$ cat src/hdl/ber_tlv_list_parse_and_locate_macros.svh
// Assertion macros used by the parser core.
`ifndef BER_TLV_LIST_PARSE_AND_LOCATE_MACROS_SVH
`define BER_TLV_LIST_PARSE_AND_LOCATE_MACROS_SVH

// Check cons in the same cycle as ante.
`define BTLP_ASSERT_IMP(label, clk, rstn, ante, cons) \
    label: assert property (@(posedge clk) disable iff (!rstn) (ante) |-> (cons)) \
        else $error("btlp: same-cycle check failed");

// Check cons in the cycle after ante.
`define BTLP_ASSERT_NXT(label, clk, rstn, ante, cons) \
    label: assert property (@(posedge clk) disable iff (!rstn) (ante) |=> (cons)) \
        else $error("btlp: next-cycle check failed");

`endif

$ cat src/hdl/btlp_pkg.sv
package btlp_pkg;

    localparam int MAX_LIST_BYTES_DEF = 2048;

    localparam int BYTE_W        = 8;
    localparam int TAG_W         = 32;
    localparam int TAG_LEN_W     = 3;
    localparam int LEN_ACC_W     = 24;
    localparam int ROLE_W        = 2;
    localparam int ERR_W         = 3;
    localparam int CFG_IDX_W     = 1;
    localparam int CFG_DATA_W    = 32;
    localparam int TAG_MAX_BYTES = 4;

    localparam logic [BYTE_W-1:0] TAG_ESC   = 8'h1F;
    localparam logic [BYTE_W-1:0] BYTE_MORE = 8'h80;
    localparam logic [BYTE_W-1:0] LEN_LONG1 = 8'h81;
    localparam logic [BYTE_W-1:0] LEN_LONG2 = 8'h82;
    localparam logic [BYTE_W-1:0] LEN_LONG3 = 8'h83;

    localparam logic [ROLE_W-1:0] ROLE_TAG = 2'd0;
    localparam logic [ROLE_W-1:0] ROLE_LEN = 2'd1;
    localparam logic [ROLE_W-1:0] ROLE_VAL = 2'd2;
    localparam logic [ROLE_W-1:0] ROLE_IGN = 2'd3;

    localparam logic [ERR_W-1:0] ERR_NONE      = 3'd0;
    localparam logic [ERR_W-1:0] ERR_ZERO_TAG  = 3'd1;
    localparam logic [ERR_W-1:0] ERR_TAG_LONG  = 3'd2;
    localparam logic [ERR_W-1:0] ERR_LEN_FORM  = 3'd3;
    localparam logic [ERR_W-1:0] ERR_VAL_LONG  = 3'd4;
    localparam logic [ERR_W-1:0] ERR_TRUNCATED = 3'd5;
    localparam logic [ERR_W-1:0] ERR_LIST_LONG = 3'd6;

    localparam logic [CFG_IDX_W-1:0] REG_TARGET_TAG     = 1'b0;
    localparam logic [CFG_IDX_W-1:0] REG_TARGET_TAG_LEN = 1'b1;

    typedef enum logic [3:0] {
        PH_TAG = 4'b0001,
        PH_LEN = 4'b0010,
        PH_VAL = 4'b0100,
        PH_ERR = 4'b1000
    } phase_t;

    typedef struct packed {
        logic [BYTE_W-1:0] data_byte;
        logic              last_byte;
    } item_t;

    typedef struct packed {
        logic  valid;
        item_t item;
    } stage_t;

    typedef struct packed {
        logic [TAG_W-1:0]     tag;
        logic [TAG_LEN_W-1:0] tag_len;
    } cfg_t;

    function automatic logic [TAG_W-1:0] tag_mask(input logic [TAG_LEN_W-1:0] n);
        logic [TAG_W-1:0] m;
        case (n)
            3'd1:    m = 32'hFF00_0000;
            3'd2:    m = 32'hFFFF_0000;
            3'd3:    m = 32'hFFFF_FF00;
            3'd4:    m = 32'hFFFF_FFFF;
            default: m = 32'h0000_0000;
        endcase
        return m;
    endfunction

    function automatic logic [ERR_W-1:0] first_err(input logic [ERR_W-1:0] cur,
                                                   input logic [ERR_W-1:0] code);
        return (cur == ERR_NONE) ? code : cur;
    endfunction

endpackage

$ cat src/hdl/btlp_if.sv
interface btlp_in_if;
    logic                        valid;
    logic                        ready;
    logic [btlp_pkg::BYTE_W-1:0] data_byte;
    logic                        last_byte;

    modport source (output valid, output data_byte, output last_byte, input ready);
    modport sink   (input valid, input data_byte, input last_byte, output ready);
endinterface

interface btlp_out_if #(
    parameter int OFF_W  = 11,
    parameter int SIZE_W = 12
);
    logic                        valid;
    logic                        ready;
    logic [btlp_pkg::ROLE_W-1:0] byte_role;
    logic                        element_end;
    logic                        target_value_byte;
    logic                        found;
    logic [OFF_W-1:0]            found_offset;
    logic [SIZE_W-1:0]           found_length;
    logic                        list_end;
    logic                        list_ok;
    logic [btlp_pkg::ERR_W-1:0]  error_code;

    modport source (
        output valid, output byte_role, output element_end, output target_value_byte,
        output found, output found_offset, output found_length, output list_end,
        output list_ok, output error_code, input ready
    );
    modport sink (
        input valid, input byte_role, input element_end, input target_value_byte,
        input found, input found_offset, input found_length, input list_end,
        input list_ok, input error_code, output ready
    );
endinterface

interface btlp_cfg_if;
    logic                            valid;
    logic                            ready;
    logic [btlp_pkg::CFG_IDX_W-1:0]  index;
    logic [btlp_pkg::CFG_DATA_W-1:0] data;

    modport source (output valid, output index, output data, input ready);
    modport sink   (input valid, input index, input data, output ready);
endinterface

$ cat src/hdl/ber_tlv_list_parse_and_locate.sv
// BER-TLV list parser and tag locator.
// bytes:   one list byte per word, last_byte set on the final byte of a list.
// results: one word per input byte, in order: the byte's role, element end,
//          target value flag, found offset/length of the first element whose
//          tag equals the configured tag, list end, list status, sticky error.
// cfg:     register writes, index 0 target_tag, index 1 target_tag_len; always
//          ready, write only while no list byte is in flight.
// A result word is registered behind its byte: an accepted byte is held in the
// input register, then passes through the parse logic into the result
// register once that register is free.
// Throughput is one byte per cycle while results does not stall; the parse state
// updates once per byte, so bytes stream back to back.
// When results stalls, the result register holds, the input register takes a byte
// only if it is empty, and bytes.ready stays low while it is full until results moves.
// Reset clears all list state, target_tag to 0 and target_tag_len to 1; the
// state of a list also clears after its final byte, registers keep their values.
module ber_tlv_list_parse_and_locate #(
    parameter int MAX_LIST_BYTES = btlp_pkg::MAX_LIST_BYTES_DEF,
    parameter int OFF_W          = $clog2(MAX_LIST_BYTES),
    parameter int POS_W          = $clog2(MAX_LIST_BYTES + 1)
) (
    input  logic       clk,
    input  logic       rst_n,
    btlp_in_if.sink    bytes,
    btlp_out_if.source results,
    btlp_cfg_if.sink   cfg
);

    logic [btlp_pkg::TAG_W-1:0]     tag_reg;
    logic [btlp_pkg::TAG_LEN_W-1:0] tag_len_reg;
    btlp_pkg::cfg_t                 cfg_val;
    btlp_pkg::stage_t               stage;
    logic                           advance;

    assign cfg.ready = 1'b1;

    always_ff @(posedge clk or negedge rst_n)
    begin
        if (!rst_n)
        begin
            tag_reg     <= '0;
            tag_len_reg <= btlp_pkg::TAG_LEN_W'(1);
        end
        else if (cfg.valid && cfg.ready)
        begin
            case (cfg.index)
                btlp_pkg::REG_TARGET_TAG:     tag_reg     <= cfg.data;
                btlp_pkg::REG_TARGET_TAG_LEN: tag_len_reg <= cfg.data[btlp_pkg::TAG_LEN_W-1:0];
                default:                      tag_reg     <= tag_reg;
            endcase
        end
    end

    assign cfg_val.tag     = tag_reg;
    assign cfg_val.tag_len = tag_len_reg;

    btlp_in_stage u_in_stage (
        .clk     (clk),
        .rst_n   (rst_n),
        .bytes   (bytes),
        .advance (advance),
        .stage   (stage)
    );

    btlp_core #(
        .MAX_LIST_BYTES (MAX_LIST_BYTES),
        .OFF_W          (OFF_W),
        .POS_W          (POS_W)
    ) u_core (
        .clk     (clk),
        .rst_n   (rst_n),
        .stage   (stage),
        .cfg     (cfg_val),
        .advance (advance),
        .results (results)
    );

endmodule

$ cat src/hdl/btlp_in_stage.sv
module btlp_in_stage (
    input  logic             clk,
    input  logic             rst_n,
    btlp_in_if.sink          bytes,
    input  logic             advance,
    output btlp_pkg::stage_t stage
);

    logic            valid_reg;
    logic            valid_next;
    btlp_pkg::item_t item_reg;

    assign bytes.ready = !valid_reg || advance;

    always_comb
    begin
        valid_next = valid_reg;
        if (bytes.ready)
        begin
            valid_next = bytes.valid;
        end
    end

    always_ff @(posedge clk or negedge rst_n)
    begin
        if (!rst_n)
        begin
            valid_reg <= 1'b0;
        end
        else
        begin
            valid_reg <= valid_next;
        end
    end

    always_ff @(posedge clk)
    begin
        if (bytes.ready && bytes.valid)
        begin
            item_reg.data_byte <= bytes.data_byte;
            item_reg.last_byte <= bytes.last_byte;
        end
    end

    assign stage.valid = valid_reg;
    assign stage.item  = item_reg;

endmodule

$ cat src/hdl/btlp_core.sv
`include "ber_tlv_list_parse_and_locate_macros.svh"

module btlp_core #(
    parameter int MAX_LIST_BYTES = btlp_pkg::MAX_LIST_BYTES_DEF,
    parameter int OFF_W          = $clog2(MAX_LIST_BYTES),
    parameter int POS_W          = $clog2(MAX_LIST_BYTES + 1)
) (
    input  logic             clk,
    input  logic             rst_n,
    input  btlp_pkg::stage_t stage,
    input  btlp_pkg::cfg_t   cfg,
    output logic             advance,
    btlp_out_if.source       results
);

    localparam int CMP_W = (POS_W > btlp_pkg::LEN_ACC_W) ? POS_W : btlp_pkg::LEN_ACC_W;

    typedef struct packed {
        logic [btlp_pkg::ROLE_W-1:0] byte_role;
        logic                        element_end;
        logic                        target_value_byte;
        logic                        found;
        logic [OFF_W-1:0]            found_offset;
        logic [POS_W-1:0]            found_length;
        logic                        list_end;
        logic                        list_ok;
        logic [btlp_pkg::ERR_W-1:0]  error_code;
    } result_t;

    btlp_pkg::phase_t                 phase_reg, phase_next;
    logic [btlp_pkg::TAG_LEN_W-1:0]   tag_seen_reg, tag_seen_next;
    logic [btlp_pkg::TAG_W-1:0]       tag_shift_reg, tag_shift_next;
    logic [1:0]                       len_left_reg, len_left_next;
    logic [btlp_pkg::LEN_ACC_W-1:0]   len_acc_reg, len_acc_next;
    logic [POS_W-1:0]                 val_left_reg, val_left_next;
    logic [POS_W-1:0]                 pos_reg, pos_next;
    logic [OFF_W-1:0]                 elem_start_reg, elem_start_next;
    logic                             is_tgt_reg, is_tgt_next;
    logic                             found_reg, found_next;
    logic [OFF_W-1:0]                 found_start_reg, found_start_next;
    logic [POS_W-1:0]                 found_size_reg, found_size_next;
    logic [btlp_pkg::ERR_W-1:0]       err_reg, err_next;

    logic                             res_valid_reg, res_valid_next;
    result_t                          res_reg, res_next;

    logic [btlp_pkg::BYTE_W-1:0]      b;
    logic                             last;
    logic [btlp_pkg::TAG_LEN_W-1:0]   k;
    logic                             do_ftag;
    logic                             do_bval;
    logic                             do_fel;
    logic [CMP_W-1:0]                 bval_len;
    logic [CMP_W-1:0]                 limit;
    logic [POS_W-1:0]                 val_dec;

    assign advance = stage.valid && (!res_valid_reg || results.ready);
    assign b       = stage.item.data_byte;
    assign last    = stage.item.last_byte;
    assign k       = tag_seen_reg + btlp_pkg::TAG_LEN_W'(1);
    assign limit   = CMP_W'(MAX_LIST_BYTES) - CMP_W'(pos_reg) - CMP_W'(1);
    assign val_dec = (val_left_reg != '0) ? (val_left_reg - POS_W'(1)) : val_left_reg;

    always_comb
    begin
        phase_next       = phase_reg;
        tag_seen_next    = tag_seen_reg;
        tag_shift_next   = tag_shift_reg;
        len_left_next    = len_left_reg;
        len_acc_next     = len_acc_reg;
        val_left_next    = val_left_reg;
        pos_next         = pos_reg;
        elem_start_next  = elem_start_reg;
        is_tgt_next      = is_tgt_reg;
        found_next       = found_reg;
        found_start_next = found_start_reg;
        found_size_next  = found_size_reg;
        err_next         = err_reg;
        res_next         = '0;
        res_next.byte_role = btlp_pkg::ROLE_IGN;
        do_ftag          = 1'b0;
        do_bval          = 1'b0;
        do_fel           = 1'b0;
        bval_len         = '0;

        if (phase_reg == btlp_pkg::PH_ERR)
        begin
            res_next.byte_role = btlp_pkg::ROLE_IGN;
        end
        else if (pos_reg >= POS_W'(MAX_LIST_BYTES))
        begin
            res_next.byte_role = btlp_pkg::ROLE_IGN;
            err_next   = btlp_pkg::first_err(err_next, btlp_pkg::ERR_LIST_LONG);
            phase_next = btlp_pkg::PH_ERR;
        end
        else
        begin
            case (phase_reg)
                btlp_pkg::PH_TAG:
                begin
                    res_next.byte_role = btlp_pkg::ROLE_TAG;
                    if (tag_seen_reg == '0)
                    begin
                        if (b == '0)
                        begin
                            err_next   = btlp_pkg::first_err(err_next, btlp_pkg::ERR_ZERO_TAG);
                            phase_next = btlp_pkg::PH_ERR;
                        end
                        else
                        begin
                            elem_start_next = OFF_W'(pos_reg);
                            tag_shift_next  = {b, 24'h0};
                            tag_seen_next   = btlp_pkg::TAG_LEN_W'(1);
                            do_ftag         = ((b & btlp_pkg::TAG_ESC) != btlp_pkg::TAG_ESC);
                        end
                    end
                    else if ((k >= btlp_pkg::TAG_LEN_W'(btlp_pkg::TAG_MAX_BYTES))
                             && ((b & btlp_pkg::BYTE_MORE) != '0))
                    begin
                        err_next   = btlp_pkg::first_err(err_next, btlp_pkg::ERR_TAG_LONG);
                        phase_next = btlp_pkg::PH_ERR;
                    end
                    else
                    begin
                        case (k)
                            3'd2:    tag_shift_next = tag_shift_reg | {8'h0, b, 16'h0};
                            3'd3:    tag_shift_next = tag_shift_reg | {16'h0, b, 8'h0};
                            default: tag_shift_next = tag_shift_reg | {24'h0, b};
                        endcase
                        tag_seen_next = k;
                        do_ftag = ((b & btlp_pkg::BYTE_MORE) == '0)
                                  || (k >= btlp_pkg::TAG_LEN_W'(btlp_pkg::TAG_MAX_BYTES));
                    end
                end
                btlp_pkg::PH_LEN:
                begin
                    res_next.byte_role = btlp_pkg::ROLE_LEN;
                    if (len_left_reg == '0)
                    begin
                        if (b < btlp_pkg::BYTE_MORE)
                        begin
                            do_bval  = 1'b1;
                            bval_len = CMP_W'(b);
                        end
                        else if (b == btlp_pkg::LEN_LONG1 || b == btlp_pkg::LEN_LONG2
                                 || b == btlp_pkg::LEN_LONG3)
                        begin
                            len_left_next = b[1:0];
                            len_acc_next  = '0;
                        end
                        else
                        begin
                            err_next   = btlp_pkg::first_err(err_next, btlp_pkg::ERR_LEN_FORM);
                            phase_next = btlp_pkg::PH_ERR;
                        end
                    end
                    else
                    begin
                        len_acc_next  = {len_acc_reg[15:0], b};
                        len_left_next = len_left_reg - 2'd1;
                        if (len_left_reg == 2'd1)
                        begin
                            do_bval  = 1'b1;
                            bval_len = CMP_W'(len_acc_next);
                        end
                    end
                end
                btlp_pkg::PH_VAL:
                begin
                    res_next.byte_role         = btlp_pkg::ROLE_VAL;
                    res_next.target_value_byte = is_tgt_reg;
                    val_left_next              = val_dec;
                    do_fel                     = (val_dec == '0);
                end
                default:
                begin
                    res_next.byte_role = btlp_pkg::ROLE_IGN;
                end
            endcase
        end

        if (do_ftag)
        begin
            if (cfg.tag_len >= 3'd1 && cfg.tag_len <= 3'd4 && !found_reg
                && tag_seen_next == cfg.tag_len)
            begin
                is_tgt_next = (tag_shift_next == (cfg.tag & btlp_pkg::tag_mask(cfg.tag_len)));
            end
            else
            begin
                is_tgt_next = 1'b0;
            end
            len_left_next = '0;
            phase_next    = btlp_pkg::PH_LEN;
        end

        if (do_bval)
        begin
            if (bval_len > limit)
            begin
                err_next   = btlp_pkg::first_err(err_next, btlp_pkg::ERR_VAL_LONG);
                phase_next = btlp_pkg::PH_ERR;
            end
            else if (bval_len == '0)
            begin
                do_fel = 1'b1;
            end
            else
            begin
                val_left_next = POS_W'(bval_len);
                phase_next    = btlp_pkg::PH_VAL;
            end
        end

        if (do_fel)
        begin
            res_next.element_end = 1'b1;
            if (is_tgt_reg)
            begin
                found_next       = 1'b1;
                found_start_next = elem_start_reg;
                found_size_next  = pos_reg + POS_W'(1) - POS_W'(elem_start_reg);
            end
            is_tgt_next   = 1'b0;
            tag_seen_next = '0;
            phase_next    = btlp_pkg::PH_TAG;
        end

        if (pos_reg < POS_W'(MAX_LIST_BYTES))
        begin
            pos_next = pos_reg + POS_W'(1);
        end

        if (last)
        begin
            if (err_next == btlp_pkg::ERR_NONE
                && (phase_next != btlp_pkg::PH_TAG || tag_seen_next != '0))
            begin
                err_next   = btlp_pkg::ERR_TRUNCATED;
                phase_next = btlp_pkg::PH_ERR;
            end
            res_next.list_ok = (err_next == btlp_pkg::ERR_NONE);
        end

        res_next.list_end     = last;
        res_next.found        = found_next;
        res_next.found_offset = found_next ? found_start_next : '0;
        res_next.found_length = found_next ? found_size_next : '0;
        res_next.error_code   = err_next;

        // Drop all list state after the final byte.
        if (last)
        begin
            phase_next       = btlp_pkg::PH_TAG;
            tag_seen_next    = '0;
            tag_shift_next   = '0;
            len_left_next    = '0;
            len_acc_next     = '0;
            val_left_next    = '0;
            pos_next         = '0;
            elem_start_next  = '0;
            is_tgt_next      = 1'b0;
            found_next       = 1'b0;
            found_start_next = '0;
            found_size_next  = '0;
            err_next         = btlp_pkg::ERR_NONE;
        end
    end

    always_comb
    begin
        res_valid_next = res_valid_reg;
        if (advance)
        begin
            res_valid_next = 1'b1;
        end
        else if (results.ready)
        begin
            res_valid_next = 1'b0;
        end
    end

    always_ff @(posedge clk or negedge rst_n)
    begin
        if (!rst_n)
        begin
            phase_reg       <= btlp_pkg::PH_TAG;
            tag_seen_reg    <= '0;
            tag_shift_reg   <= '0;
            len_left_reg    <= '0;
            len_acc_reg     <= '0;
            val_left_reg    <= '0;
            pos_reg         <= '0;
            elem_start_reg  <= '0;
            is_tgt_reg      <= 1'b0;
            found_reg       <= 1'b0;
            found_start_reg <= '0;
            found_size_reg  <= '0;
            err_reg         <= btlp_pkg::ERR_NONE;
            res_valid_reg   <= 1'b0;
        end
        else
        begin
            res_valid_reg <= res_valid_next;
            if (advance)
            begin
                phase_reg       <= phase_next;
                tag_seen_reg    <= tag_seen_next;
                tag_shift_reg   <= tag_shift_next;
                len_left_reg    <= len_left_next;
                len_acc_reg     <= len_acc_next;
                val_left_reg    <= val_left_next;
                pos_reg         <= pos_next;
                elem_start_reg  <= elem_start_next;
                is_tgt_reg      <= is_tgt_next;
                found_reg       <= found_next;
                found_start_reg <= found_start_next;
                found_size_reg  <= found_size_next;
                err_reg         <= err_next;
            end
        end
    end

    always_ff @(posedge clk)
    begin
        if (advance)
        begin
            res_reg <= res_next;
        end
    end

    assign results.valid             = res_valid_reg;
    assign results.byte_role         = res_reg.byte_role;
    assign results.element_end       = res_reg.element_end;
    assign results.target_value_byte = res_reg.target_value_byte;
    assign results.found             = res_reg.found;
    assign results.found_offset      = res_reg.found_offset;
    assign results.found_length      = res_reg.found_length;
    assign results.list_end          = res_reg.list_end;
    assign results.list_ok           = res_reg.list_ok;
    assign results.error_code        = res_reg.error_code;

    `BTLP_ASSERT_IMP(a_ign_has_err, clk, rst_n,
        res_valid_reg && res_reg.byte_role == btlp_pkg::ROLE_IGN,
        res_reg.error_code != btlp_pkg::ERR_NONE)
    `BTLP_ASSERT_IMP(a_ok_matches_err, clk, rst_n,
        res_valid_reg && res_reg.list_end,
        res_reg.list_ok == (res_reg.error_code == btlp_pkg::ERR_NONE))
    `BTLP_ASSERT_IMP(a_not_found_zero, clk, rst_n,
        res_valid_reg && !res_reg.found,
        res_reg.found_offset == '0 && res_reg.found_length == '0)
    `BTLP_ASSERT_IMP(a_end_role, clk, rst_n,
        res_valid_reg && res_reg.element_end,
        res_reg.byte_role == btlp_pkg::ROLE_LEN || res_reg.byte_role == btlp_pkg::ROLE_VAL)
    `BTLP_ASSERT_NXT(a_list_clear, clk, rst_n,
        advance && last,
        pos_reg == '0 && phase_reg == btlp_pkg::PH_TAG && err_reg == btlp_pkg::ERR_NONE)

endmodule
$ cat src/flat_wrapper.sv
// flat-port wrapper written by rule: the top's interface ports become plain ports
module ber_tlv_list_parse_and_locate_flat 
#(
    parameter int MAX_LIST_BYTES = btlp_pkg::MAX_LIST_BYTES_DEF,
    parameter int OFF_W          = $clog2(MAX_LIST_BYTES),
    parameter int POS_W          = $clog2(MAX_LIST_BYTES + 1)
)
  (clk, rst_n, bytes_valid, bytes_data_byte, bytes_last_byte, bytes_ready, results_valid, results_byte_role, results_element_end, results_target_value_byte, results_found, results_found_offset, results_found_length, results_list_end, results_list_ok, results_error_code, results_ready, cfg_valid, cfg_index, cfg_data, cfg_ready);
  btlp_in_if bytes_i ();
  btlp_out_if #(.OFF_W(OFF_W)) results_i ();
  btlp_cfg_if cfg_i ();
  input  logic clk;
  input  logic rst_n;
  input wire logic [$bits(bytes_i.valid)-1:0] bytes_valid;
  input wire logic [$bits(bytes_i.data_byte)-1:0] bytes_data_byte;
  input wire logic [$bits(bytes_i.last_byte)-1:0] bytes_last_byte;
  output wire logic [$bits(bytes_i.ready)-1:0] bytes_ready;
  output wire logic [$bits(results_i.valid)-1:0] results_valid;
  output wire logic [$bits(results_i.byte_role)-1:0] results_byte_role;
  output wire logic [$bits(results_i.element_end)-1:0] results_element_end;
  output wire logic [$bits(results_i.target_value_byte)-1:0] results_target_value_byte;
  output wire logic [$bits(results_i.found)-1:0] results_found;
  output wire logic [$bits(results_i.found_offset)-1:0] results_found_offset;
  output wire logic [$bits(results_i.found_length)-1:0] results_found_length;
  output wire logic [$bits(results_i.list_end)-1:0] results_list_end;
  output wire logic [$bits(results_i.list_ok)-1:0] results_list_ok;
  output wire logic [$bits(results_i.error_code)-1:0] results_error_code;
  input wire logic [$bits(results_i.ready)-1:0] results_ready;
  input wire logic [$bits(cfg_i.valid)-1:0] cfg_valid;
  input wire logic [$bits(cfg_i.index)-1:0] cfg_index;
  input wire logic [$bits(cfg_i.data)-1:0] cfg_data;
  output wire logic [$bits(cfg_i.ready)-1:0] cfg_ready;
  assign bytes_i.valid = bytes_valid;
  assign bytes_i.data_byte = bytes_data_byte;
  assign bytes_i.last_byte = bytes_last_byte;
  assign bytes_ready = bytes_i.ready;
  assign results_valid = results_i.valid;
  assign results_byte_role = results_i.byte_role;
  assign results_element_end = results_i.element_end;
  assign results_target_value_byte = results_i.target_value_byte;
  assign results_found = results_i.found;
  assign results_found_offset = results_i.found_offset;
  assign results_found_length = results_i.found_length;
  assign results_list_end = results_i.list_end;
  assign results_list_ok = results_i.list_ok;
  assign results_error_code = results_i.error_code;
  assign results_i.ready = results_ready;
  assign cfg_i.valid = cfg_valid;
  assign cfg_i.index = cfg_index;
  assign cfg_i.data = cfg_data;
  assign cfg_ready = cfg_i.ready;
  ber_tlv_list_parse_and_locate #(.MAX_LIST_BYTES(MAX_LIST_BYTES), .OFF_W(OFF_W), .POS_W(POS_W)) u_core (.clk(clk), .rst_n(rst_n), .bytes(bytes_i), .results(results_i), .cfg(cfg_i));
endmodule
$ cat config.mk
export PLATFORM = sky130hd
export DESIGN_NAME = ber_tlv_list_parse_and_locate_flat
export DESIGN_NICKNAME = d
export VERILOG_FILES = /design/src/hdl/btlp_pkg.sv /design/src/hdl/btlp_if.sv /design/src/hdl/ber_tlv_list_parse_and_locate.sv /design/src/hdl/btlp_in_stage.sv /design/src/hdl/btlp_core.sv /design/src/flat_wrapper.sv
export VERILOG_INCLUDE_DIRS = /design/src /design/src/hdl
export SDC_FILE = /design/constraint.sdc
export NUM_CORES = 1
export LEC_CHECK = 0
export BUFFER_PORTS_ARGS = -buffer_cell sky130_fd_sc_hd__buf_2
export CAP_MARGIN = 20
export CORE_ASPECT_RATIO = 1.4
export CORE_MARGIN = 2
export CORE_UTILIZATION = 51
export CTS_CLUSTER_SIZE = 20
export DETAILED_ROUTE_END_ITERATION = 7
export PLACE_DENSITY = 0.66
export SETUP_SLACK_MARGIN = 0.4
export SYNTH_ARGS = -nofsm -noshare
export SYNTH_HDL_FRONTEND = slang
export SYNTH_HIERARCHICAL = 1
export SYNTH_SLANG_ARGS = --single-unit
$ cat constraint.sdc
create_clock -name clk -period 6.9 [get_ports clk]
set_input_delay 0.345 -clock clk [delete_from_list [all_inputs] [get_ports clk]]
set_output_delay 0.345 -clock clk [all_outputs]
set_load 0.01 [all_outputs]
Word-level counts from Yosys, hierarchy flattened
Index checks and enable logic that the tools add are counted.
Widths: inputs -> output; s select.

storage, ports and cells
  word-level logic and storage cells = 245
  bits in read-only memories = 0
  latch bits = 0
  register bits after elaboration = 199
  bits in writable memories = 0
  bits of input ports = 47
  memories kept = 0

operators by class
  shifts and indexed selects = 0
  divide/modulo/power cells = 0
  multiplexer cells = 126
  bitwise gates (word level) = 6
  multipliers = 0
  $lt $le $gt $ge = 7
  reductions and logical operators = 44
  add/subtract/negate cells = 7
  equality and inequality tests = 27

operators with widths
  kind                    number
  $mux 32                 9
  $mux 12                 13
  $pmux 32 s4             1
  $mux 24                 5
  $mux 16                 7
  $mux 11                 9
  $mux 3                  27
  $pmux 32 s2             1
  $mux 4                  14
  $and 32x32->32          1
  $eq 32x32->1            1
  $or 32x16->32           1
  $or 32x24->32           1
  $or 32x8->32            1
  $mux 1                  28
  $eq 8x8->1 const B      3
  $gt 24x24->1            1
  $logic_not 24->1        1
  $reduce_and 6->1        3
  $logic_not 8->1         2
  $mux 2                  8
  $logic_not 3->1         5
  $sub 13x2->14 const B   1
  $sub 12x12->13 const A  1
  other kinds (43)        73

Longest topological paths before layout
Gate-level depths: netlist of run 1.

  depth after elaboration = 21
  mapped depth = 21

Cells and area by module
Netlist of run 1, hierarchy kept.

modules (own cells, without submodules)
  module                         instances  cells an instance  area an instance (µm²)
  btlp_core                      1          1222               10697.8
  ber_tlv_list_parse_and_locate  1          78                 1483.9
  btlp_in_stage                  1          14                 331.6

Worst setup path before layout of run 1
No wires, ideal clock.

  path type = register to register
  from = reg u_core.u_core.pos_reg[0]
  to = reg u_core.u_core.res_reg, in the netlist u_core/u_core/results.found_length[8], data pin
  clock period less this slack = 5.294 ns
  data required time = 6.644 ns
  stages on the path, launching flop included = 21
  setup slack = 1.606 ns
  data arrival time = 5.038 ns
  path buffers = 2
  cells stage by stage = dfrtp_1 clkbuf_1 inv_1 ha_1 nand2b_1 nand2b_1 or2_2 xor2_1 nor3_1 a21boi_0 o32ai_1 ha_1 a21oi_1 a21boi_0 a2111oi_0 o22ai_1 a211oi_2 o21ai_2 and2_1 buf_2 a22o_1

between the ends
  word-level cells in the longest chain between the ends = 8
  elaborated cells on any way between the ends = 19

RTL lines
  element                                               line              source
  start, declared                                       btlp_core.sv:36   logic [POS_W-1:0] pos_reg, pos_next;
  start signal, assigned                                btlp_core.sv:313  pos_reg <= pos_next;
  branches (longest 8 deep; another with $gt 24x24->1)  n/a
  end signal, assigned                                  btlp_core.sv:328  res_reg <= res_next;
  end, declared                                         btlp_core.sv:45   result_t res_reg, res_next;

Several ways; the timed one is not identified.
A chain may end at the register's enable or synchronous reset.

Final worst setup path of run 1
  from = reg u_core.u_core.pos_reg[0]
  to = reg u_core.u_core.res_reg, in the netlist u_core/u_core/results.found_length[9], data pin

Same word-level chain as after synthesis.

==> flow_summary.ini, run 1 <==
[critical_path]
slowest_stage = dfrtp_1
slowest_delay_ns = 0.53
endpoint_kind = register
path_max_fanout = 21
required_ns = 7.09
crit_type = reg -> reg
critical_path_buf_inv_count = 2
ff2ff_path_depth = 20
cp.arrival_ns = 6.04
cp.depth = 20
cpMostUsedCell = ha_1
path_delay_family = simple AND/OR/NAND/NOR gates
r2r_slack_ns = 1.05
reg2reg_to = u_core/u_core/results.found_length[9]$_SDFFCE_PP0P_
reg2reg_from = u_core/u_core/pos_reg[0]$_DFFE_PN0P_
crit_chain = inv_1 -> ha_1 -> nand2b_1 -> nor2_1 -> o21bai_1 -> a211o_1 -> nand4bb_1 -> nor3_1 -> a21boi_0 -> o32ai_1 -> buf_4 -> ha_1 -> and3_1 -> nand4_1 -> nor4_1 -> nand2_1 -> a211oi_2 -> o21ai_2 -> and2_1 -> a22o_1
critPathLaunchType = register

[power]
power_frac_comb = 0.414
power_density_nw_per_um2 = 314
p_sw_w = 0.00174
power.share.clock = 0.221
sw_frac_of_total = 0.406
p_int_w = 0.00254
power_leakage_nw = 5.96
ir_drop_mv = 0.214
seqPwrFrac = 0.366

[clock_network]
cts_buffers = 17
clock_latency_ns = 0.45
post_cts_resized = 0
cts_root_buffer = clkbuf_16
htree_levels = 4
cts_sinks = 199
post_cts_buffers = 0
tritoncts = yes
path_clk_slew_ns = 0.07
clk_path_buf_depth = 2

[sta]
slew_headroom = 0.278
worst-slew-pin-transition_ns = 1.08
clock_skew_ns = 0.0168
rsz0062_at_grt = no
fin_setup_tns_ns = 0
layout_min_cycle_time_ns = 5.85
setup_viol = 0
hold_violations = 0
fin_ws_ns = 1.05
max_freq_ghz = 0.171
fin_crit_sh = 0.847
maxSlewViolCount = 0

[detailed_routing]
postRouteAntennaNets = 0
viasPerCell = 6.25
drt_wl_total_mm = 32.4
post_drt_wl_per_cell_um = 19.4
drtIter0Drc = 721
vias = 10400
drc_errors = 0
drt_first_pass_iters = 6

[die]
die_h_um = 189
pin_count = 83
core_area_sq_um = 24100
initial_core_util = 0.520
die_x_um = 136
rows = 67
die_area_sq_um = 25800

[final_layout]
areaGrowthSynthToFinish_pct = 8.90
nets = 1437
num_antenna_cells = 0
finalNonFillerCells = 1670
drive_gt1_frac = 0.157

[yosys]
synthAdderAreaFrac = 0.0436
syn_nets = 1404
synth_top_family_by_area = compound AO/OA/AOI/OAI gates
synth_edf_count = 42
ys_types = 91
synth-compound-area-share = 0.210
netlist_area_sq_um = 12500
syn_avg_cell_area_sq_um = 9.52
ys_ff_latch = 199
synthMuxAreaShare = 0.0552
yosysWarnings = 6
synth_xor_area_frac = 0.0350
synthFlopType = dfrtp_1
synthCells = 1314
async_flop_share = 0.789
synth-simple-area-share = 0.190
ys_seq_area_frac = 0.415

[hold_path]
hold_depth = 1
hp-class = in -> reg
hp-start = bytes_data_byte[6]
holdPathEnd = u_core/u_in_stage/stage[7]$_DFFE_PP_

[placed_design]
hpwl_mm = 22.9
pre_cts_ws_ns = 1.07
place_inst = 1637
io_buffers = 81
place_congestion = 0.910

[global_routing]
overflow = 0
grt_pass1_wl_mm = 52.4
first_global_vias = 10100
grt_use_total = 0.257
antenna_found_initial = 0
grt_max_degree = 89

[run_status]
outcome = finished clean

[run]
drv_cap = 0
## power groups by stage
stage / registers, W / logic (W) / clock network, W
floorplan: 0.00153 / 0.00134 / 0
global placement: 0.00157 / 0.00174 / 0
detailed placement: 0.00158 / 0.00175 / 0
CTS: 0.00156 / 0.00176 / 0.000963
global route: 0.00159 / 0.00195 / 0.00101
finish: 0.00156 / 0.00177 / 0.000944
## worst max-delay path by stage
stage / slack (ns) / start / endpoint
after floorplan: 1.61 / u_core/u_core/pos_reg[0]$_DFFE_PN0P_ / u_core/u_core/results.found_length[8]$_SDFFCE_PP0P_
after global placement: 1.37 / u_core/u_core/pos_reg[0]$_DFFE_PN0P_ / u_core/u_core/results.found_length[6]$_SDFFCE_PP0P_
after detailed placement: 1.07 / u_core/u_core/pos_reg[0]$_DFFE_PN0P_ / u_core/u_core/results.found_length[3]$_SDFFCE_PP0P_
after CTS: 1.04 / u_core/u_core/pos_reg[0]$_DFFE_PN0P_ / u_core/u_core/results.found_length[9]$_SDFFCE_PP0P_
after global routing: 0.56 / u_core/u_core/pos_reg[0]$_DFFE_PN0P_ / u_core/u_core/results.found_length[8]$_SDFFCE_PP0P_
final: 1.05 / u_core/u_core/pos_reg[0]$_DFFE_PN0P_ / u_core/u_core/results.found_length[9]$_SDFFCE_PP0P_
## placed cells by master, fill, tap and decap left out, types with 7 or more instances in the layout
master,instances
clkbuf_16,17
and3_1,22
nand2b_1,11
o22ai_1,19
a21oi_1,38
or3_1,11
xor2_1,26
a22oi_1,41
edfxtp_1,42
mux2_2,8
inv_1,58
o31ai_1,11
dfrtp_1,155
mux2_4,30
or2_2,9
nand3_1,62
nor3_1,39
nor4bb_1,7
a31oi_1,11
nor2_1,54
nor4_1,20
nand4_1,10
ha_1,42
and2_1,38
o21ai_0,114
buf_4,23
nor2b_1,9
nand2_1,106
buf_2,80
xnor2_1,24
a22o_1,51
mux2i_1,15
a21o_1,10
## repair_timing
item | CTS | global route
hold endpoints to repair | 2 | 0
hold buffers | 1 | 0
setup endpoints to repair | 0 | 0
## layout make-up
class                   count  area, sq um
repair buffers            105          594
multi-input cells         965         6690
well taps                 310          388
inverters                  59          221
clock buffers              18          429
flip-flops and latches    199         5190
clock inverters            14          115
fillers                  2140        10400
## routing by layer
layer / share of wire / vias to the layer above / wire [um] / global-route usage
met1: 0.41 / 5137 / 13200 / 0.306
met4: 0.040 / 0 / 1300 / 0.114
met2: 0.52 / 297 / 16800 / 0.458
li1: - / 4935 / - / -
met5: 0 / - / 0 / 0
met3: 0.038 / 63 / 1220 / 0.0343
## logic make-up after synthesis
logic type	Yosys count
other	1
AND/OR/NAND/NOR	438
AO/OA/AOI/OAI	380
flip-flops	199
adder cells (fa/ha/maj)	43
XOR/XNOR	50
multiplexers	53
buffers and inverters	150
## through the flow
| step | cell area (sq um) | util | hold WS [ns] | power, W |
|---|---|---|---|---|
| finish | 13600 | 0.566 | 0.0756 | 0.00428 |
| global route | 13600 | 0.566 | 0.0654 | 0.00455 |
| CTS | 13600 | 0.566 | 0.0586 | 0.00428 |
| detailed placement | 13100 | 0.543 | 0.470 | 0.00333 |
| global placement | 13100 | 0.543 | 0.460 | 0.00331 |
| floorplan | 12500 | - | 0.0494 | 0.00287 |
## synthesized netlist by cell type, types with 5 or more instances
cell      instances  area share
nor2b_1           9      0.0045
a31oi_1          11      0.0055
nor2_1           54       0.016
o211ai_1          5      0.0030
nor3_1           39       0.016
nand4_1          10      0.0050
or4_1             5      0.0030
dfrtp_1         155        0.31
nand3b_1          5      0.0030
a21boi_0          5      0.0030
mux2i_1          15       0.012
o31ai_1          11      0.0066
buf_2            10      0.0040
and3_1           22       0.011
a22oi_1          41       0.025
or3_1            11      0.0055
xor2_1           26       0.018
nand2b_1         11      0.0055
inv_1            59       0.018
and2_1           38       0.019
a22o_1           51       0.036
xnor2_1          24       0.017
nor4_1           20       0.010
mux2_4           30       0.036
nand3_1          63       0.025
a221oi_1          5      0.0035
a21o_1           10      0.0060
mux2_2            8      0.0072
o22ai_1          19      0.0095
a21oi_1          38       0.015
nor4bb_1          7      0.0056
or2_2             9      0.0045
ha_1             42       0.042
o21ai_0         114       0.046
edfxtp_1         42        0.10
nand2_1         106       0.032
o32ai_1           6      0.0042
clkbuf_1         72       0.022
o41ai_1           5      0.0035
a211o_1           6      0.0042
(Power assumes the default switching activity.)
==> run 2, diff against run 1 <==
--- a/config.mk
+++ b/config.mk
@@ -6,6 +6,7 @@
 export SDC_FILE = /design/constraint.sdc
 export NUM_CORES = 1
 export LEC_CHECK = 0
+export ABC_AREA = 1
 export BUFFER_PORTS_ARGS = -buffer_cell sky130_fd_sc_hd__buf_2
 export CAP_MARGIN = 20
 export CORE_ASPECT_RATIO = 1.4
@@ -13,7 +14,7 @@
 export CORE_UTILIZATION = 51
 export CTS_CLUSTER_SIZE = 20
 export DETAILED_ROUTE_END_ITERATION = 7
-export PLACE_DENSITY = 0.66
+export PLACE_DENSITY = 0.69
 export SETUP_SLACK_MARGIN = 0.4
 export SYNTH_ARGS = -nofsm -noshare
 export SYNTH_HDL_FRONTEND = slang
==> constraint.sdc (replaced) <==
create_clock -name clk -period 5.1 [get_ports clk]
set_input_delay 0.255 -clock clk [delete_from_list [all_inputs] [get_ports clk]]
set_output_delay 0.255 -clock clk [all_outputs]
set_load 0.01 [all_outputs]
==> flow_summary.ini, run 2 <==
[run_status]
outcome = finished clean

[run]
drv_cap = 0

[clock_network]
clock_latency_ns = 0.45
cts_buffers = 17
cts_root_buffer = clkbuf_16
clk_path_buf_depth = 2
path_clk_slew_ns = 0.08
htree_levels = 4
cts_sinks = 199
tritoncts = yes

[detailed_routing]
viasPerCell = 5.53
drt_wl_total_mm = 33.4
drtIter0Drc = 785
vias = 11300
post_drt_wl_per_cell_um = 16.3
drc_errors = 0
drt_first_pass_iters = 5
postRouteAntennaNets = 0

[yosys]
synth-compound-area-share = 0.116
synth_edf_count = 42
synthMuxAreaShare = 0
ys_seq_area_frac = 0.414
synth_most_common_cell = nand2_1
syn_nets = 1759
synthTopCellsByCount = 458 x nand2_1, 203 x inv_1, 155 x dfrtp_1
synthFlopType = dfrtp_1
synth-simple-area-share = 0.301
async_flop_share = 0.789
yosysTopAreaCell = dfrtp_1
yosysWarnings = 6
synthAdderAreaFrac = 0.0435
netlist_area_sq_um = 12500
ys_ff_latch = 199
synth.top_cell.area_share = 0.309
synth_top_family_by_area = simple AND/OR/NAND/NOR gates
synth_xor_area_frac = 0.0293
ys_types = 55
syn_avg_cell_area_sq_um = 7.52
synthTopCellsByArea = dfrtp_1 31%, nand2_1 14%, edfxtp_1 10%
synthCells = 1669

[critical_path]
cpMostUsedCell = nand2_1
slowest_stage = dfrtp_1
required_ns = 5.30
crit_chain = nor2_2 -> nand2_2 -> nor3_1 -> xor2_1 -> nand2_1 -> nor3b_4 -> a21oi_4 -> ha_1 -> nand2_1 -> nor2_1 -> nand4_1 -> nor4_1 -> nand2_1 -> a21oi_2 -> nand3_4 -> buf_4 -> nand2_4 -> nand3_1 -> nand2_1 -> nor2_1
crit_type = reg -> reg
critical_path_buf_inv_count = 1
critPathLaunchType = register
path_max_fanout = 10
endpoint_kind = register
slowest_delay_ns = 0.54
path_delay_family = simple AND/OR/NAND/NOR gates
cp.arrival_ns = 4.58

[placed_design]
io_buffers = 81
place_congestion = 0.944
hpwl_mm = 23.7

[final_layout]
utilization = 0.575
areaGrowthSynthToFinish_pct = 10.3
seqCellArea_sq_um = 5190
fillers = 2196
final_common_cell = nand2_1
drive_gt1_frac = 0.115
final_cell_mix = 458 x nand2_1, 203 x inv_1, 154 x dfrtp_1
nets = 1818
multi_input_area_sq_um = 6230
num_antenna_cells = 0

[global_routing]
grt_pass1_wl_mm = 54.9
first_global_vias = 11200
overflow = 0
grt_use_total = 0.269
grt_max_degree = 85
antenna_found_initial = 0

[power]
ir_drop_mv = 0.353
power_density_nw_per_um2 = 496
power_leakage_nw = 6.94

[sta]
setup_viol = 0
slew_headroom = 0.295
layout_min_cycle_time_ns = 4.38
fin_setup_tns_ns = 0
max_freq_ghz = 0.228
clock_skew_ns = 0.0105
fin_crit_sh = 0.859
hold_violations = 0
maxSlewViolCount = 0
rsz0062_at_grt = no
worst-slew-pin-transition_ns = 1.05

[die]
initial_core_util = 0.521
die_h_um = 190
rows = 67
pin_count = 83
core_area_sq_um = 24100
die_area_sq_um = 25900
die_x_um = 137

[hold_path]
hp-class = in -> reg
[run 2: changes by cell type in the layout (fill, tap and decap cells not counted), moves of 30 or more]
| cell | delta |
|---|---|
| mux2_4 | -30 |
| inv_1 | +145 |
| a22o_1 | -40 |
| nand2_1 | +352 |
| nor2_1 | +81 |
| a22oi_1 | -41 |
| and2_1 | -37 |
| nand3_1 | +86 |
| o22ai_1 | +32 |
[run 2: cell type report]
class                           instances  area share
Clock inverter                         15      0.0102
Timing Repair Buffer                  108      0.0464
Sequential cell                       199       0.375
Inverter                              218      0.0591
Multi-Input combinational cell       1184       0.450
Clock buffer                           17      0.0307
Tap cell                              310      0.0280
[run 2: per-stage QoR]
| stage | instances | hold slack (ns) | total power, W | area [sq um] | worst slack (ns) |
|---|---|---|---|---|---|
| floorplan | 1669 | -0.0406 | 0.00468 | 12500 | 0.980 |
| global placement | 2003 | 0.323 | 0.00541 | 13100 | 0.468 |
| detailed placement | 2003 | 0.327 | 0.00547 | 13100 | 0.284 |
| CTS | 2046 | 0.0173 | 0.00682 | 13700 | 0.447 |
| global route | 2051 | 0.0269 | 0.00743 | 13800 | 0.359 |
| finish | 2051 | 0.0298 | 0.00687 | 13800 | 0.720 |
[run 2: worst paths after layout]
check | from | end | slack (ns) | cells after the start
max | u_core/u_core/pos_reg[2]$_DFFE_PN0P_ | u_core/u_core/results.found_offset[3]$_SDFFCE_PP0P_ | 0.72 | 20
min | cfg_data[25] | u_core/tag_reg[25]$_DFFE_PN0P_ | 0.03 | 3
max reg2reg | u_core/u_core/pos_reg[2]$_DFFE_PN0P_ | u_core/u_core/results.found_offset[3]$_SDFFCE_PP0P_ | 0.72 | 20
min reg2reg | u_core/tag_reg[25]$_DFFE_PN0P_ | u_core/tag_reg[25]$_DFFE_PN0P_ | 0.48 | 2
max in group asynchronous | rst_n | u_core/u_core/tag_shift_reg[8]$_DFFE_PN0P_ | 3.64 | 3
min in group asynchronous | rst_n | u_core/u_core/len_acc_reg[9]$_DFFE_PN0P_ | 0.39 | 2
[run 2: power by group]
part / switching, W / internal [W] / leakage [nW]
Sequential: 0.000204 / 0.00189 / 2.53
Combinational: 0.00233 / 0.00113 / 4.14
Clock: 0.000668 / 0.000645 / 0.278
[run 2: metal layers]
layer  wire, um  global-route usage  part of all wire  vias up
li1           -                   -                 -     5587
met1      13400               0.317              0.40     5351
met2      17000               0.473              0.51      326
met3       1360              0.0354             0.041       84
met4       1650               0.137             0.049        0
met5          0                   0                 0        -
[run 2: what timing repair did]
| action | CTS | global route |
|---|---|---|
| setup endpoints to repair | 48 | 59 |
| hold buffers | 11 | 0 |
| gates cloned | 0 | 2 |
| pin swaps | 0 | 5 |
| buffers inserted | 0 | 3 |
| hold endpoints to repair | 76 | 0 |
| resized for setup | 1 | 10 |
[run 2: logic make-up (layout without fill, tap and decap cells)]
family	after synthesis	after routing
AOI/OAI and AO/OA	244	245
xor gates and xnor gates	42	42
adders and majority gates	43	43
buffers and inverters	288	358
DFF	199	199
other	1	1
and+or+nand+nor	852	853
[run 2: worst reg2reg max path, stage by stage (launching register included)]
cell     delay, ns
dfrtp_1       0.54
nor2_2        0.16
nand2_2       0.10
nor3_1        0.33
xor2_1        0.28
nand2_1       0.17
nor3b_4       0.35
a21oi_4       0.14
ha_1          0.33
nand2_1       0.08
nor2_1        0.13
nand4_1       0.13
nor4_1        0.19
nand2_1       0.15
a21oi_2       0.21
nand3_4       0.20
buf_4         0.22
nand2_4       0.12
nand3_1       0.10
nand2_1       0.13
nor2_1        0.05
==> run 3, diff against run 2 <==
--- a/config.mk
+++ b/config.mk
@@ -18,5 +18,4 @@
 export SETUP_SLACK_MARGIN = 0.4
 export SYNTH_ARGS = -nofsm -noshare
 export SYNTH_HDL_FRONTEND = slang
-export SYNTH_HIERARCHICAL = 1
 export SYNTH_SLANG_ARGS = --single-unit
==> flow_summary.ini, run 3 <==
[detailed_routing]
drtIter0Drc = 899
drt_first_pass_iters = 5
drt_wl_total_mm = 34.2
drc_errors = 0
postRouteAntennaNets = 0
vias = 11500
post_drt_wl_per_cell_um = 16.3
viasPerCell = 5.47

[yosys]
synth_edf_count = 42
yosysTopAreaCell = dfrtp_1
syn_avg_cell_area_sq_um = 7.43
syn_nets = 1795
ys_ff_latch = 199
synthCells = 1705
synth_most_common_cell = nand2_1
yosysWarnings = 0
synthFlopType = dfrtp_1
ys_seq_area_frac = 0.410
ys_types = 50
synthTopCellsByArea = dfrtp_1 31%, nand2_1 12%, edfxtp_1 10%
synth.top_cell.area_share = 0.306
netlist_area_sq_um = 12700
synthTopCellsByCount = 408 x nand2_1, 227 x inv_1, 201 x nor2_1
async_flop_share = 0.789

[clock_network]
path_clk_slew_ns = 0.07
cts_sinks = 199
tritoncts = yes
cts_buffers = 17
clk_path_buf_depth = 2
htree_levels = 4
clock_latency_ns = 0.45
cts_root_buffer = clkbuf_16

[global_routing]
first_global_vias = 10900
grt_use_total = 0.270
antenna_found_initial = 0
overflow = 0
grt_max_degree = 64
grt_pass1_wl_mm = 54.7

[sta]
maxSlewViolCount = 0
fin_crit_sh = 0.876
fin_setup_tns_ns = 0
layout_min_cycle_time_ns = 4.47
max_freq_ghz = 0.224
rsz0062_at_grt = no
worst-slew-pin-transition_ns = 1.02
clock_skew_ns = 0.00932
setup_viol = 0
slew_headroom = 0.319
hold_violations = 0

[run_status]
outcome = finished clean

[die]
die_x_um = 137
initial_core_util = 0.517
pin_count = 83
rows = 68
die_area_sq_um = 26100
die_h_um = 190
core_area_sq_um = 24500

[power]
ir_drop_mv = 0.368
sw_frac_of_total = 0.472
power_density_nw_per_um2 = 531
power_leakage_nw = 7.01
power.share.clock = 0.189
power_frac_comb = 0.533
p_sw_w = 0.00357
p_int_w = 0.00398
seqPwrFrac = 0.278

[final_layout]
seqCellArea_sq_um = 5190
final_cell_mix = 405 x nand2_1, 224 x inv_1, 196 x nor2_1
drive_gt1_frac = 0.123
fillers = 2316
final_common_cell = nand2_1
nets = 1867
multi_input_area_sq_um = 6340
finalNonFillerCells = 2105
areaGrowthSynthToFinish_pct = 12.3
num_antenna_cells = 0

[hold_path]
hp-class = in -> reg
holdPathEnd = u_core.tag_reg[21]$_DFFE_PN0P_
hp-start = cfg_data[21]
hold_depth = 2

[critical_path]
critPathLaunchType = register
reg2reg_to = u_core.u_core.results.found_length[1]$_SDFFCE_PP0P_
cp.arrival_ns = 4.68
endpoint_kind = register
ff2ff_path_depth = 25
required_ns = 5.31
crit_type = reg -> reg
path_max_fanout = 10
reg2reg_from = u_core.u_core.pos_reg[0]$_DFFE_PN0P_
cp-startpoint = u_core.u_core.pos_reg[0]$_DFFE_PN0P_
r2r_slack_ns = 0.63

[placed_design]
hpwl_mm = 24.8
io_buffers = 81
place_inst = 2050
place_congestion = 0.951

[run]
drv_cap = 0
-- run 3: cell count changes after synthesis, sizes merged, moves of 17 or more --
cell / delta
o22ai: -19
inv: +20
nand3: -37
o21ai: +31
nor2: +59
nand4: +17
nand2: -60
-- run 3: worst max-delay path: stages (launching register included) --
cell	delay [ns]
dfrtp_2	0.46
inv_2	0.11
ha_2	0.33
nor2_1	0.11
nand2_1	0.09
nor3_2	0.22
nand3b_1	0.14
nor2_1	0.10
nand2_1	0.12
nor3_4	0.16
nand2_1	0.07
nand2_1	0.10
clkinvlp_4	0.13
buf_12	0.15
buf_4	0.12
ha_1	0.26
nand2_1	0.06
nor2_1	0.20
nand4_1	0.25
a21oi_4	0.23
nand4_4	0.15
nand2_4	0.15
nand2_8	0.11
buf_6	0.18
o21ai_2	0.13
nor2_1	0.06
-- run 3: power groups by stage --
| stage | Combinational (W) | Sequential (W) | Clock, W |
|---|---|---|---|
| floorplan | 0.00300 | 0.00208 | 0 |
| global placement | 0.00385 | 0.00212 | 0 |
| detailed placement | 0.00389 | 0.00212 | 0 |
| CTS | 0.00394 | 0.00210 | 0.00145 |
| global route | 0.00456 | 0.00213 | 0.00151 |
| finish | 0.00402 | 0.00210 | 0.00143 |
-- run 3: metrics by stage --
stage                     worst slack [ns]  instance area (sq um)  total power (W)  hold WS (ns)  utilization
after global placement               0.417                  13300          0.00597         0.207        0.543
after CTS                            0.479                  14000          0.00748        0.0188        0.572
after floorplan                      0.980                  12700          0.00509       -0.0406            -
after global routing                 0.352                  14200          0.00821        0.0143        0.580
final                                0.633                  14200          0.00755        0.0285        0.580
after detailed placement             0.299                  13300          0.00601         0.207        0.543
-- run 3: cells by family after synthesis --
family / count (synthesis) / synth area share
AO/OA/AOI/OAI: 269 / 0.130
multiplexers: 8 / 0.00711
XOR/XNOR: 38 / 0.0263
AND/OR/NAND/NOR: 842 / 0.286
other: 1 / 0.000296
buffers and inverters: 305 / 0.0971
adder cells (fa/ha/maj): 43 / 0.0431
flip-flops: 199 / 0.410
-- run 3: metal layers --
layer / GRT usage / part of all wire
met1: 0.332 / 0.41
met2: 0.459 / 0.50
met3: 0.0455 / 0.051
met4: 0.126 / 0.041
met5: 0 / 0
-- run 3: repair_timing --
item,CTS,global route
pin swaps,1,4
setup endpoints to repair,33,66
endpoints found under the hold margin,47,0
gates resized for setup,2,22
buffers inserted,1,11
gates cloned,0,0
hold buffers,10,0
-- run 3: cell type report --
cell class / instances / share of cell area
multi-input combinational: 1201 / 0.446
timing repair buffer: 123 / 0.0559
tap: 315 / 0.0277
sequential: 199 / 0.365
inverter: 235 / 0.0628
clock buffer: 19 / 0.0305
clock inverter: 13 / 0.0120
-- run 3: worst max path at each step --
stage	depth (start not counted)	to	slack (ns)
floorplan	24	u_core.u_core.results.found_offset[2]$_SDFFCE_PP0P_	0.98
CTS	24	u_core.u_core.results.found_length[1]$_SDFFCE_PP0P_	0.48
detailed placement	24	u_core.u_core.results.found_length[1]$_SDFFCE_PP0P_	0.30
finish	25	u_core.u_core.results.found_length[1]$_SDFFCE_PP0P_	0.63
global placement	25	u_core.u_core.results.found_offset[10]$_SDFFCE_PP0P_	0.42
global route	27	u_core.u_core.results.found_length[10]$_SDFFCE_PP0P_	0.35
